<file path="config.mk">
export PLATFORM = sky130hd
export DESIGN_NAME = sroc_ctrl
export DESIGN_NICKNAME = d
export VERILOG_FILES = /design/src/design/sroc_pkg.sv /design/src/design/sroc_ctrl.sv
export VERILOG_INCLUDE_DIRS = /design/src /design/src/design
export SDC_FILE = /design/constraint.sdc
export NUM_CORES = 1
export LEC_CHECK = 0
export BUFFER_PORTS_ARGS = -buffer_cell sky130_fd_sc_hd__buf_2
export CAP_MARGIN = 20
export CORE_AREA = 2 2 39 41
export DETAILED_ROUTE_END_ITERATION = 8
export DIE_AREA = 0 0 41 43
export HOLD_SLACK_MARGIN = 0.06
export PLACE_DENSITY = 0.48
export SETUP_SLACK_MARGIN = 0.05
export SYNTH_ARGS = -nofsm -noshare
export SYNTH_HDL_FRONTEND = slang
export SYNTH_SLANG_ARGS = --single-unit
</file>
<file path="constraint.sdc">
create_clock -name clk -period 1.8 [get_ports clk]
set_input_delay 0 -clock clk [delete_from_list [all_inputs] [get_ports clk]]
set_output_delay 0 -clock clk [all_outputs]
set_load 0.05 [all_outputs]
</file>
<file path="src/design/assert_macros.svh">
// assertion macros shared by the rtl files
`ifndef ASSERT_MACROS_SVH
`define ASSERT_MACROS_SVH
`ifndef SYNTHESIS
`define ASSERT_IMPLY(label, clk, rst, a, c) \
  label: assert property (@(posedge clk) disable iff (rst) (a) |-> (c)) else $error("assertion failed");
`define ASSERT_NEXT(label, clk, rst, a, c) \
  label: assert property (@(posedge clk) disable iff (rst) (a) |=> (c)) else $error("assertion failed");
`else
`define ASSERT_IMPLY(label, clk, rst, a, c)
`define ASSERT_NEXT(label, clk, rst, a, c)
`endif
`endif

</file>
<file path="src/design/sroc_pkg.sv">
// ----------------------------------------------------------------------------
// sroc_pkg
// types and constants of the sensor rule output controller
// ----------------------------------------------------------------------------
package sroc_pkg;

  localparam logic [1:0] MODE_SENSOR = 2'd0;
  localparam logic [1:0] MODE_COND   = 2'd1;
  localparam logic [1:0] MODE_OVR    = 2'd2;
  localparam logic [1:0] MODE_TICK   = 2'd3;

  localparam logic [3:0] OP_LT   = 4'd1;
  localparam logic [3:0] OP_LE   = 4'd2;
  localparam logic [3:0] OP_CLOS = 4'd3;
  localparam logic [3:0] OP_OPEN = 4'd4;
  localparam logic [3:0] OP_HALF = 4'd5;
  localparam logic [3:0] OP_OUT  = 4'd6;
  localparam logic [3:0] OP_GE   = 4'd7;
  localparam logic [3:0] OP_GT   = 4'd8;

  localparam logic [63:0] ALL_ONES = '1;
  localparam logic [31:0] DEFAULT_OVR_LEN = 32'd600;

  typedef struct packed {
    logic [1:0]  mode;
    logic [2:0]  sensor_index;
    logic [63:0] sensor_value;
    logic [2:0]  output_index;
    logic [2:0]  cond_slot;
    logic [3:0]  compare_op;
    logic [63:0] range_start;
    logic [63:0] range_len;
    logic        target_on;
    logic [63:0] time_value;
  } in_item_t;

  typedef struct packed {
    logic [2:0] result_output;
    logic       drive_on;
    logic       changed;
    logic       last_of_tick;
  } out_item_t;

  // controller to datapath
  typedef struct packed {
    logic load;       // capture the input item
    logic write_item; // apply a non-tick item
    logic tick_start; // latch tick time, clear walk counters and decision
    logic rule_read;  // issue a rule memory read
    logic rule_eval;  // evaluate the read rule
    logic emit;       // finish the output and report it
  } dp_cmd_t;

  // datapath to controller
  typedef struct packed {
    logic is_tick;
    logic last_rule;
    logic last_output;
  } dp_status_t;

  // evaluate one rule against a reading
  function automatic logic rule_match(input logic [3:0] op, input logic [63:0] v,
                                      input logic [63:0] s, input logic [63:0] l);
    logic [64:0] e;
    logic        carry;
    logic        res;
    e = {1'b0, s} + {1'b0, l};
    carry = e[64];
    case (op)
      OP_LT:   res = v < s;
      OP_LE:   res = v <= s;
      OP_CLOS: res = (v >= s) && (carry || v <= e[63:0]);
      OP_OPEN: res = (v > s) && (carry || v < e[63:0]);
      OP_HALF: res = (v >= s) && (carry || v < e[63:0]);
      OP_OUT:  res = (v < s) || (!carry && v > e[63:0]);
      OP_GE:   res = !carry && v >= e[63:0];
      OP_GT:   res = !carry && v > e[63:0];
      default: res = 1'b0;
    endcase
    return res;
  endfunction

endpackage

</file>
<file path="src/design/sroc_ctrl.sv">
// ----------------------------------------------------------------------------
// sroc_ctrl
// sequencer: item dispatch and the rule walk of a tick
// ----------------------------------------------------------------------------
`include "assert_macros.svh"
module sroc_ctrl (
  input  logic                  clk,
  input  logic                  rst,
  input  logic                  start,
  output logic                  busy,
  output sroc_pkg::dp_cmd_t     cmd,
  input  sroc_pkg::dp_status_t  status
);
  import sroc_pkg::*;

  typedef enum logic [5:0] {
    S_IDLE  = 6'b000001,
    S_DISP  = 6'b000010,
    S_WRITE = 6'b000100,
    S_READ  = 6'b001000,
    S_EVAL  = 6'b010000,
    S_EMIT  = 6'b100000
  } state_t;

  state_t state, state_next;

  // next state
  always_comb begin
    state_next = state;
    unique case (state)
      S_IDLE:  if (start) state_next = S_DISP;
      S_DISP:  state_next = status.is_tick ? S_READ : S_WRITE;
      S_WRITE: state_next = S_IDLE;
      S_READ:  state_next = S_EVAL;
      S_EVAL:  state_next = status.last_rule ? S_EMIT : S_READ;
      S_EMIT:  state_next = status.last_output ? S_IDLE : S_READ;
      default: state_next = S_IDLE;
    endcase
  end

  always_ff @(posedge clk) begin
    if (rst) state <= S_IDLE;
    else state <= state_next;
  end

  // command decode
  always_comb begin
    busy           = (state != S_IDLE);
    cmd.load       = (state == S_IDLE) && start;
    cmd.write_item = (state == S_WRITE);
    cmd.tick_start = (state == S_DISP) && status.is_tick;
    cmd.rule_read  = (state == S_READ);
    cmd.rule_eval  = (state == S_EVAL);
    cmd.emit       = (state == S_EMIT);
  end

  `ASSERT_IMPLY(a_onehot, clk, rst, 1'b1, $onehot(state))
  `ASSERT_NEXT(a_read_eval, clk, rst, state == S_READ, state == S_EVAL)
  `ASSERT_NEXT(a_emit_ret, clk, rst, state == S_EMIT && status.last_output, !busy)
endmodule

</file>
==> run_results.csv, run 1 <==
group,metric,value,unit
status,status,"complete, no violations",
floorplan,die_w,41,um
synth,yosys.cell_types.count,24,
synth,synth_top_area_cell,"dfxtp_1",
clock_network,clock_latency,0.25,ns
finish,fin_util,39.4,%
global_routing,antenna_found_initial,0,
sta,period_share,91.8,%
global_routing,grt_first_pass_wirelength,1520,um
clock_network,clock_path_buffers,2,
global_routing,grt_usage,13.1,%
critical_path,worstSetupPathType,"flip-flop to output pin",
floorplan,core_area,0.00138,mm^2
critical_path,end_kind,"output pin",
placed_design,place.gp.congestion,0.726,
synth,syn-cell-area,385,um^2
detailed_routing,routed_via_density,4.85,
clock_network,cts.clk_slew.worst_paths,0.05,ns
global_routing,grt_pass1_vias,352,
synth,yosysSeqAreaShare,31.2,%
global_routing,grt-ovfl-total,0,
placed_design,place_area,458,um^2
power,net-switching-power,116,uW
power,switching_share,31.2,%
flow_run,drv_cap,0,
finish,fillCellCount,138,
min_path,hold_class,"input port to flip-flop",
sta,rsz0062_at_grt,"false",
finish,design_area,546,um^2
synth,synthTopCellsByArea,"dfxtp_1 (31%), nor2_1 (5.8%), or4_4 (5.8%), o31ai_4 (5.5%), nor4b_1 (4.5%)",
finish,syn_to_final_growth,41.6,%
critical_path,worst-r2r-cell-count,4,
floorplan,start_util,27.8,%
global_routing,grt_max_degree,10,
finish,multi_input_area,251,um^2
power,internal-power,255,uW
detailed_routing,firstDrtPassIters,3,
sta,relSlewSlack,79.9,%
floorplan,pin_count,13,
detailed_routing,drt-total-wl,888,um
finish,layout-drive-gt1-share,45.8,%
finish,reg_top3,"state x6",
clock_network,htreeDepth,1,
critical_path,ff2ff_setup_slack,0.30,ns
min_path,worstHoldStart,"rst",
synth,avgSynthCellArea,9.40,um^2
finish,register_area,121,um^2
critical_path,startpoint_type,"flip-flop",
synth,synth_cells,41,
synth,synthesis.nets,47,
min_path,min_to,"state[4]$_SDFFE_PP0P_",
sta,period_minus_slack,1.65,ns
detailed_routing,ant_nets,0,
power,powerDensity,680,mW/mm^2
synth,yosysWarnings,0,
sta,tns,0,ns
finish,diodes,0,
sta,slew_viol_final,0,
placed_design,place_inst,67,
critical_path,regToRegStartpoint,"state[1]$_SDFFE_PP0P_",
floorplan,row_count,14,
placed_design,port_buffers,12,
power,p_leak,0.250,nW
floorplan,die_h,43,um
power,comb_power_share,26.3,%
clock_network,post-cts-setup-buffer-count,0,
detailed_routing,drc_errors,0,
sta,worst_slew_pin_slew,0.297,ns
sta,setup_viol,0,
critical_path,rr_endpoint,"state[0]$_SDFFE_PP1P_",
sta,final.setup_skew,0.00115,ns
clock_network,numCtsBuffers,3,
sta,hold_ws,0.470,ns
power,pwr-share-clk,35.3,%
finish,top_register,"state",
synth,synthFlopType,"dfxtp_1",
detailed_routing,drtIter0Drc,4,
detailed_routing,wl_per_cell,11.8,um
critical_path,worstPathRequired,1.80,ns
min_path,hold_depth,3,
sta,fmax,605,MHz
finish,final_net_count,67,
power,peakVddDrop,327,uV
finish,largest_reg_flops,6,
power,sequentialPowerShare,38.4,%
critical_path,arrival,1.65,ns
floorplan,die_area,0.00176,mm^2
synth,synth_edf_count,0,
synth,synth_top_area_share,31.2,%
critical_path,critPathMaxFanout,5,
detailed_routing,num_vias,364,
clock_network,cts_sinks,6,
synth,synth_common_cells,"dfxtp_1 (6), nor2_1 (6), inv_1 (3)",
clock_network,cts_tree,"built",
synth,ys_ff_latch,6,
finish,finalNonFillerCells,75,
clock_network,clock-root-buffer,"clkbuf_4",
synth,async_flop_share,0,%
sta,hold_viol,0,
stage by stage:
step | power, mW | setup slack (ns)
final | 0.371 | 0.148
after global routing | 0.389 | 0.0649
after detailed placement | 0.230 | 0.290
after CTS | 0.372 | 0.0632
after global placement | 0.232 | 0.267
after floorplan | 0.210 | 0.142
cells by family after synthesis:
kind of cell / share of synthesized area (%)
DFF: 31.2
AOI/OAI and AO/OA: 18.2
buffers and inverters: 7.79
and+or+nand+nor: 40.6
xor gates and xnor gates: 2.27
placed cells by master (no fill, tap or decap):
cell / n
nor3b_2: 1
dfxtp_2: 1
a21bo_1: 1
o211ai_1: 1
o21ai_0: 1
o31ai_4: 1
xor2_1: 1
nor3_1: 1
nor2_2: 2
buf_2: 10
or4_4: 2
or2b_2: 2
nor3b_4: 1
a21o_1: 1
dlygate4sd3_1: 5
a221oi_1: 1
a211o_2: 1
and2_1: 2
clkbuf_4: 3
buf_6: 1
and3_1: 2
nor4b_1: 2
inv_1: 3
buf_4: 1
nor4_2: 1
dfxtp_1: 5
nor2_1: 4
nand2_1: 1
and4b_1: 1
power by group through the flow:
stage          clock network (mW)  logic [mW]  registers, mW
6_report                    0.131      0.0976          0.142
5_1_grt                     0.142       0.104          0.143
4_1_cts                     0.133      0.0960          0.142
3_5_place_dp                    0      0.0855          0.145
3_3_place_gp                    0      0.0871          0.144
2_1_floorplan                   0      0.0663          0.144
worst max-delay path: stages, from the launching register on:
cell and delay (ns):
dfxtp_1 0.34, or4_4 0.60, nor2_2 0.13, and2_1 0.14
buf_4 0.19
metal layers:
| layer | global-route usage (%) | part of all wire, % |
|---|---|---|
| met5 | 0 | 0 |
| met4 | 10.0 | 3.8 |
| met3 | 4.71 | 4.7 |
| met2 | 17.8 | 45 |
| met1 | 15.9 | 47 |
worst max path at each step:
| stage | end | cells past startpoint | start |
|---|---|---|---|
| 3_3_place_gp | state[3]$_SDFFE_PP0P_ | 4 | state[3]$_SDFFE_PP0P_ |
| 5_1_grt | cmd[3] | 4 | state[5]$_SDFFE_PP0P_ |
| 3_5_place_dp | cmd[5] | 4 | state[3]$_SDFFE_PP0P_ |
| 2_1_floorplan | state[5]$_SDFFE_PP0P_ | 4 | state[0]$_SDFFE_PP1P_ |
| 6_report | cmd[5] | 4 | state[2]$_SDFFE_PP0P_ |
| 4_1_cts | cmd[5] | 4 | state[3]$_SDFFE_PP0P_ |
timing repair:
| item | 4_1_cts | 5_1_grt |
|---|---|---|
| gates cloned | 0 | 0 |
| pin swaps | 0 | 1 |
| endpoints found under the hold margin | 6 | 0 |
| resized for setup | 2 | 4 |
| setup endpoints to repair | 2 | 3 |
| hold buffers | 5 | 0 |
area by class of cell:
type | instances | area share [%]
well taps | 16 | 3.67
repair buffers | 17 | 21.8
inverters | 3 | 2.06
clock buffers | 3 | 4.13
flip-flops and latches | 6 | 22.2
multi-input cells | 30 | 46.1
No activity file was read; power rests on OpenSTA's default activity.
==> run 2, diff against run 1 <==
--- a/config.mk
+++ b/config.mk
@@ -11,8 +11,10 @@
 export CORE_AREA = 2 2 39 41
 export DETAILED_ROUTE_END_ITERATION = 8
 export DIE_AREA = 0 0 41 43
+export GPL_ROUTABILITY_DRIVEN = 0
 export HOLD_SLACK_MARGIN = 0.06
 export PLACE_DENSITY = 0.48
+export RECOVER_POWER = 100
 export SETUP_SLACK_MARGIN = 0.05
 export SYNTH_ARGS = -nofsm -noshare
 export SYNTH_HDL_FRONTEND = slang
==> run 2 against run 1 <==
  * Design area is 1.6% lower
  * Global-route usage stayed put
  * Setup slack worse by 0.020 ns
  * Sequential power hardly changed
  * Total power is 0.56% lower
  * Largest cell class unchanged
  * Clock power hardly changed
  * Critical path depth stayed put
  * Sequential share of layout area is 0.36 points higher
  * Combinational power is 1% lower
  * Critical endpoint unchanged
  * Highest routed layer unchanged
  * Clock skew hardly changed
  * Via count stayed put
  * Non-clock buffer count stayed put
==> run_results.csv, run 2 (synthesized netlist as in run 1, its figures left out) <==
group,metric,value,unit
finish,diodes,0,
sta,slew_viol_final,0,
critical_path,end_kind,"output pin",
min_path,hold_class,"input port to flip-flop",
floorplan,start_util,27.8,%
finish,fin_util,38.8,%
finish,top_register,"state",
finish,final_net_count,67,
detailed_routing,drc_errors,0,
clock_network,clock_latency,0.25,ns
sta,tns,0,ns
clock_network,htreeDepth,1,
critical_path,arrival,1.67,ns
critical_path,worstPathRequired,1.80,ns
min_path,worstHoldStart,"rst",
placed_design,place_inst,67,
global_routing,grt_pass1_vias,352,
finish,largest_reg_flops,6,
critical_path,critPathMaxFanout,5,
critical_path,cp_slowest_cell,"or4_4",
clock_network,clock_path_buffers,2,
placed_design,place_area,458,um^2
detailed_routing,ant_nets,0,
power,peakVddDrop,327,uV
detailed_routing,num_vias,364,
global_routing,gr-usage-met2,17.8,%
finish,design_area,537,um^2
power,total_power,369,uW
finish,layout_commonest_cell,"buf_2",
sta,worst_slew_pin_slew,0.599,ns
sta,rsz0062_at_grt,"false",
finish,finalNonFillerCells,75,
clock_network,post-cts-setup-buffer-count,0,
clock_network,cts_sinks,6,
floorplan,die_area,0.00176,mm^2
global_routing,met1_usage,15.9,%
sta,worst_slack,0.128,ns
flow_run,drv_cap,0,
sta,setup_viol,0,
detailed_routing,routed_via_density,4.85,
detailed_routing,drt-total-wl,888,um
power,powerDensity,687,mW/mm^2
sta,relSlewSlack,60.3,%
sta,period_minus_slack,1.67,ns
detailed_routing,firstDrtPassIters,2,
floorplan,core_area,0.00138,mm^2
status,status,"complete, no violations",
global_routing,grt-ovfl-total,0,
global_routing,grt_first_pass_wirelength,1520,um
finish,layout-drive-gt1-share,40.7,%
placed_design,port_buffers,12,
critical_path,crit_family,"simple AND/OR/NAND/NOR gates",
floorplan,die_w,41,um
critical_path,crit_chain,"or4_4, nor2_2, and2_1, clkbuf_4",
global_routing,grt_usage,13.1,%
sta,final.setup_skew,0.000650,ns
detailed_routing,drtIter0Drc,4,
sta,fmax,598,MHz
critical_path,startpoint_type,"flip-flop",
finish,layout_common_cells,"buf_2 (6), dlygate4sd3_1 (5), dfxtp_1 (5)",
finish,syn_to_final_growth,39.3,%
placed_design,dpl_worst_slack,0.290,ns
global_routing,use_met3,4.71,%
critical_path,crit_start,"state[2]$_SDFFE_PP0P_",
clock_network,cts.clk_slew.worst_paths,0.05,ns
floorplan,pin_count,13,
finish,fillCellCount,141,
floorplan,row_count,14,
sta,period_share,92.9,%
global_routing,antenna_found_initial,0,
critical_path,regToRegStartpoint,"state[1]$_SDFFE_PP0P_",
finish,reg_top3,"state x6",
critical_path,worstSetupPathType,"flip-flop to output pin",
floorplan,die_h,43,um
global_routing,grt.busiest_layer,"met2",
detailed_routing,wl_per_cell,11.8,um
critical_path,crit_buf_inv,1,
sta,hold_viol,0,
sta,hold_ws,0.469,ns
power,p_leak,0.239,nW
global_routing,grt_max_degree,10,
critical_path,max_stage_delay,0.60,ns
clock_network,clock-root-buffer,"clkbuf_4",
clock_network,numCtsBuffers,3,
clock_network,cts_tree,"built",
[run 2: routing by layer]
metal  up-vias  wire length, um
li1        184                -
met1       165              414
met2        10              397
met3         5               41
met4         0               34
met5         -                0
[run 2: repair_timing]
| item | CTS | global route |
|---|---|---|
| pin swaps | 0 | 1 |
| cloned | 0 | 0 |
| endpoints found under the setup margin | 2 | 3 |
| hold buffers | 5 | 0 |
| gates resized for setup | 2 | 4 |
| endpoints found under the hold margin | 6 | 0 |
[run 2: cell type report]
type	instances	area, um^2	area share (%)
clock buffer	3	22.5	4.20
inverter	3	11.3	2.10
multi-input combinational	30	245	45.7
sequential	6	121	22.6
tap	16	20.0	3.73
timing repair buffer	17	116	21.7
[run 2: worst paths after layout]
kind,end,slack [ns],depth (start not counted)
max reg2reg,state[0]$_SDFFE_PP1P_,0.31,4
max,cmd[5],0.13,4
min reg2reg,state[4]$_SDFFE_PP0P_,0.57,1
min,state[4]$_SDFFE_PP0P_,0.47,3
[run 2: worst register-to-register path, cell delays in order, from the launching register on]
cell,delay (ns)
dfxtp_1,0.36
or2b_2,0.35
a21bo_1,0.20
a211o_2,0.31
a21o_1,0.16
[run 2: where the power goes]
part / switching, mW / internal, mW / total, mW / leakage, nW
Clock: 0.0541 / 0.0758 / 0.130 / 0.0138
Combinational: 0.0557 / 0.0407 / 0.0964 / 0.176
Sequential: 0.00448 / 0.138 / 0.143 / 0.0493
==> run 3, diff against run 2 <==
--- a/config.mk
+++ b/config.mk
@@ -6,6 +6,7 @@
 export SDC_FILE = /design/constraint.sdc
 export NUM_CORES = 1
 export LEC_CHECK = 0
+export ABC_AREA = 1
 export BUFFER_PORTS_ARGS = -buffer_cell sky130_fd_sc_hd__buf_2
 export CAP_MARGIN = 20
 export CORE_AREA = 2 2 39 41
@@ -13,7 +14,7 @@
 export DIE_AREA = 0 0 41 43
 export GPL_ROUTABILITY_DRIVEN = 0
 export HOLD_SLACK_MARGIN = 0.06
-export PLACE_DENSITY = 0.48
+export PLACE_DENSITY = 0.46
 export RECOVER_POWER = 100
 export SETUP_SLACK_MARGIN = 0.05
 export SYNTH_ARGS = -nofsm -noshare
==> run 3 against run 2 <==
  * Design area down 3.0%
  * Largest power group unchanged
  * Sequential share of layout area is 0.47 points higher
  * Largest cell class unchanged
  * Maximum frequency is 11% higher
  * Flip-flop and latch count unchanged
==> run_results.csv, run 3 <==
group,metric,value,unit
synth,avgSynthCellArea,6.85,um^2
detailed_routing,routedLengthMet1,368,um
critical_path,ff2ff_setup_slack,0.36,ns
finish,design_area,520,um^2
synth,synth_most_common_cell,"inv_1",
global_routing,grt_first_pass_wirelength,1410,um
power,pwr-share-clk,35.2,%
detailed_routing,firstDrtPassIters,4,
finish,fin_util,37.6,%
synth,yosysSeqAreaShare,33.1,%
sta,period_share,83.9,%
floorplan,start_util,26.2,%
min_path,hold_class,"input port to flip-flop",
power,net-switching-power,116,uW
critical_path,worst-r2r-cell-count,5,
clock_network,clock-root-buffer,"clkbuf_4",
detailed_routing,drt-total-wl,834,um
detailed_routing,wl_per_cell,9.16,um
finish,layout-drive-gt1-share,22.7,%
global_routing,grt_usage,12.1,%
critical_path,rr_endpoint,"state[2]$_SDFFE_PP0P_",
finish,diodes,0,
synth,synth_cells,53,
detailed_routing,num_vias,391,
detailed_routing,drtIter0Drc,1,
critical_path,end_kind,"output pin",
finish,largest_reg_flops,6,
min_path,worstHoldStart,"status[0]",
synth,synth_top_area_cell,"dfxtp_1",
critical_path,worstPathRequired,1.80,ns
sta,setup_viol,0,
flow_run,drv_cap,0,
clock_network,cts.clk_slew.worst_paths,0.04,ns
synth,yosysWarnings,0,
power,sequentialPowerShare,40.3,%
power,internal-power,243,uW
status,status,"complete, no violations",
detailed_routing,drc_errors,0,
sta,slew_viol_final,0,
synth,async_flop_share,0,%
critical_path,arrival,1.51,ns
critical_path,regToRegStartpoint,"state[1]$_SDFFE_PP0P_",
global_routing,antenna_found_initial,0,
power,comb_power_share,24.5,%
sta,fmax,662,MHz
finish,syn_to_final_growth,43.4,%
critical_path,critPathMaxFanout,3,
global_routing,grt-ovfl-total,0,
critical_path,startpoint_type,"flip-flop",
clock_network,cts_tree,"built",
detailed_routing,wl_met2,403,um
synth,synthTopCellsByArea,"dfxtp_1 (33%), inv_1 (12%), nor2_1 (9.3%), nor2_4 (9.3%), nand3_2 (8.3%)",
floorplan,die_w,41,um
synth,synth-simple-area-share,53.4,%
sta,hold_viol,0,
detailed_routing,dr.max_layer_used,"met4",
finish,final_net_count,83,
sta,period_minus_slack,1.51,ns
placed_design,port_buffers,12,
clock_network,clock_latency,0.25,ns
synth,synth_edf_count,0,
floorplan,core_area,0.00138,mm^2
sta,final.setup_skew,0.00108,ns
synth,synthMuxAreaShare,0,%
min_path,hold_depth,4,
placed_design,dp_hpwl,637,um
sta,tns,0,ns
global_routing,grt_pass1_vias,347,
synth,yosys.area_share.adder,0,%
finish,layout_commonest_cell,"inv_1",
sta,relSlewSlack,60.4,%
power,peakVddDrop,293,uV
detailed_routing,ant_nets,0,
power,powerDensity,689,mW/mm^2
sta,worst_slack,0.289,ns
clock_network,clock_path_buffers,2,
floorplan,die_h,43,um
synth,synth_top_area_share,33.1,%
finish,multi_input_area,186,um^2
clock_network,cts_sinks,6,
placed_design,place_area,443,um^2
power,switching_share,32.2,%
sta,rsz0062_at_grt,"false",
synth,syn-cell-area,363,um^2
placed_design,dpl_worst_slack,0.752,ns
finish,register_area,120,um^2
finish,top_register,"state",
synth,synthXorXnorAreaFrac,0,%
clock_network,htreeDepth,1,
min_path,min_to,"state[0]$_SDFFE_PP1P_",
detailed_routing,routed_via_density,4.30,
synth,synth_common_cells,"inv_1 (12), nor2_1 (9), nand2_1 (7)",
power,p_leak,0.280,nW
finish,layout_common_cells,"inv_1 (12), nor2_1 (10), nand2_1 (7), dlygate4sd3_1 (7)",
synth,ys_ff_latch,6,
synth,synthFlopType,"dfxtp_1",
synth,synth_top_family_by_area,"simple AND/OR/NAND/NOR gates",
finish,reg_top3,"state x6",
critical_path,worstSetupPathType,"flip-flop to output pin",
sta,worst_slew_pin_slew,0.596,ns
detailed_routing,wl_met3,28,um
synth,synth_compound_area_share,0,%
global_routing,grt_max_degree,7,
floorplan,row_count,14,
clock_network,numCtsBuffers,3,
synth,yosys.cell_types.count,13,
floorplan,pin_count,13,
synth,synthesis.nets,59,
floorplan,die_area,0.00176,mm^2
finish,fillCellCount,163,
==> run 3: cell count changes in the layout (fill, tap and decap cells not counted), sizes merged, moves of 3 or more <==
cell,change
inv,+10
nand2,+8
nand3,+7
nor2,+7
nor3,+3
==> run 3: through the flow <==
| step | power (mW) | instances | hold slack, ns |
|---|---|---|---|
| after floorplan | 0.208 | 53 | 0.0724 |
| after global placement | 0.230 | 81 | 0.204 |
| after detailed placement | 0.229 | 81 | 0.196 |
| after CTS | 0.361 | 91 | 0.522 |
| after global routing | 0.377 | 91 | 0.562 |
| final | 0.359 | 91 | 0.514 |
==> run 3: repair_timing <==
action | in CTS | in global routing
setup buffers | 0 | 0
resized for setup | 0 | 0
hold buffers | 7 | 0
hold endpoints to repair | 5 | 0
==> run 3: how the worst max path moves through the flow <==
stage | startpoint | endpoint | slack [ns] | depth (start not counted)
after floorplan | state[0]$_SDFFE_PP1P_ | cmd[4] | 0.18 | 3
after CTS | state[1]$_SDFFE_PP0P_ | state[2]$_SDFFE_PP0P_ | 0.37 | 5
after global routing | state[1]$_SDFFE_PP0P_ | cmd[3] | 0.17 | 5
after detailed placement | state[1]$_SDFFE_PP0P_ | cmd[3] | 0.75 | 5
final | state[1]$_SDFFE_PP0P_ | cmd[3] | 0.29 | 5
after global placement | state[1]$_SDFFE_PP0P_ | state[0]$_SDFFE_PP1P_ | 0.74 | 7
==> run 3: metal layers <==
metal  GRT usage (%)  up-vias
li1                -      206
met1            15.1      171
met2            17.5       10
met3            3.14        4
met4            8.00        0
met5               0        -
==> run 3: final cells by class <==
cell class,instances,share of cell area (%)
sequential,6,23.1
clock buffer,3,4.33
timing repair buffer,19,23.6
tap,16,3.85
multi-input combinational,34,35.8
inverter,13,9.38
==> run 3: cells by family (layout without fill, tap and decap cells) <==
group                  Yosys count  count (layout)
buffers and inverters           13              35
and+or+nand+nor                 34              34
DFF                              6               6
==> run 3: power by group through the flow <==
stage / clock, mW / combinational, mW / sequential [mW]
global placement: 0 / 0.0827 / 0.147
detailed placement: 0 / 0.0818 / 0.147
floorplan: 0 / 0.0619 / 0.146
CTS: 0.126 / 0.0907 / 0.145
global route: 0.135 / 0.0961 / 0.145
finish: 0.126 / 0.0878 / 0.145
==> run 3: critical path, cell delays in order (launching register included) <==
cell      delay, ns
dfxtp_1        0.39
inv_1          0.06
nor2_1         0.13
nand4_1        0.15
inv_1          0.08
clkbuf_1       0.46
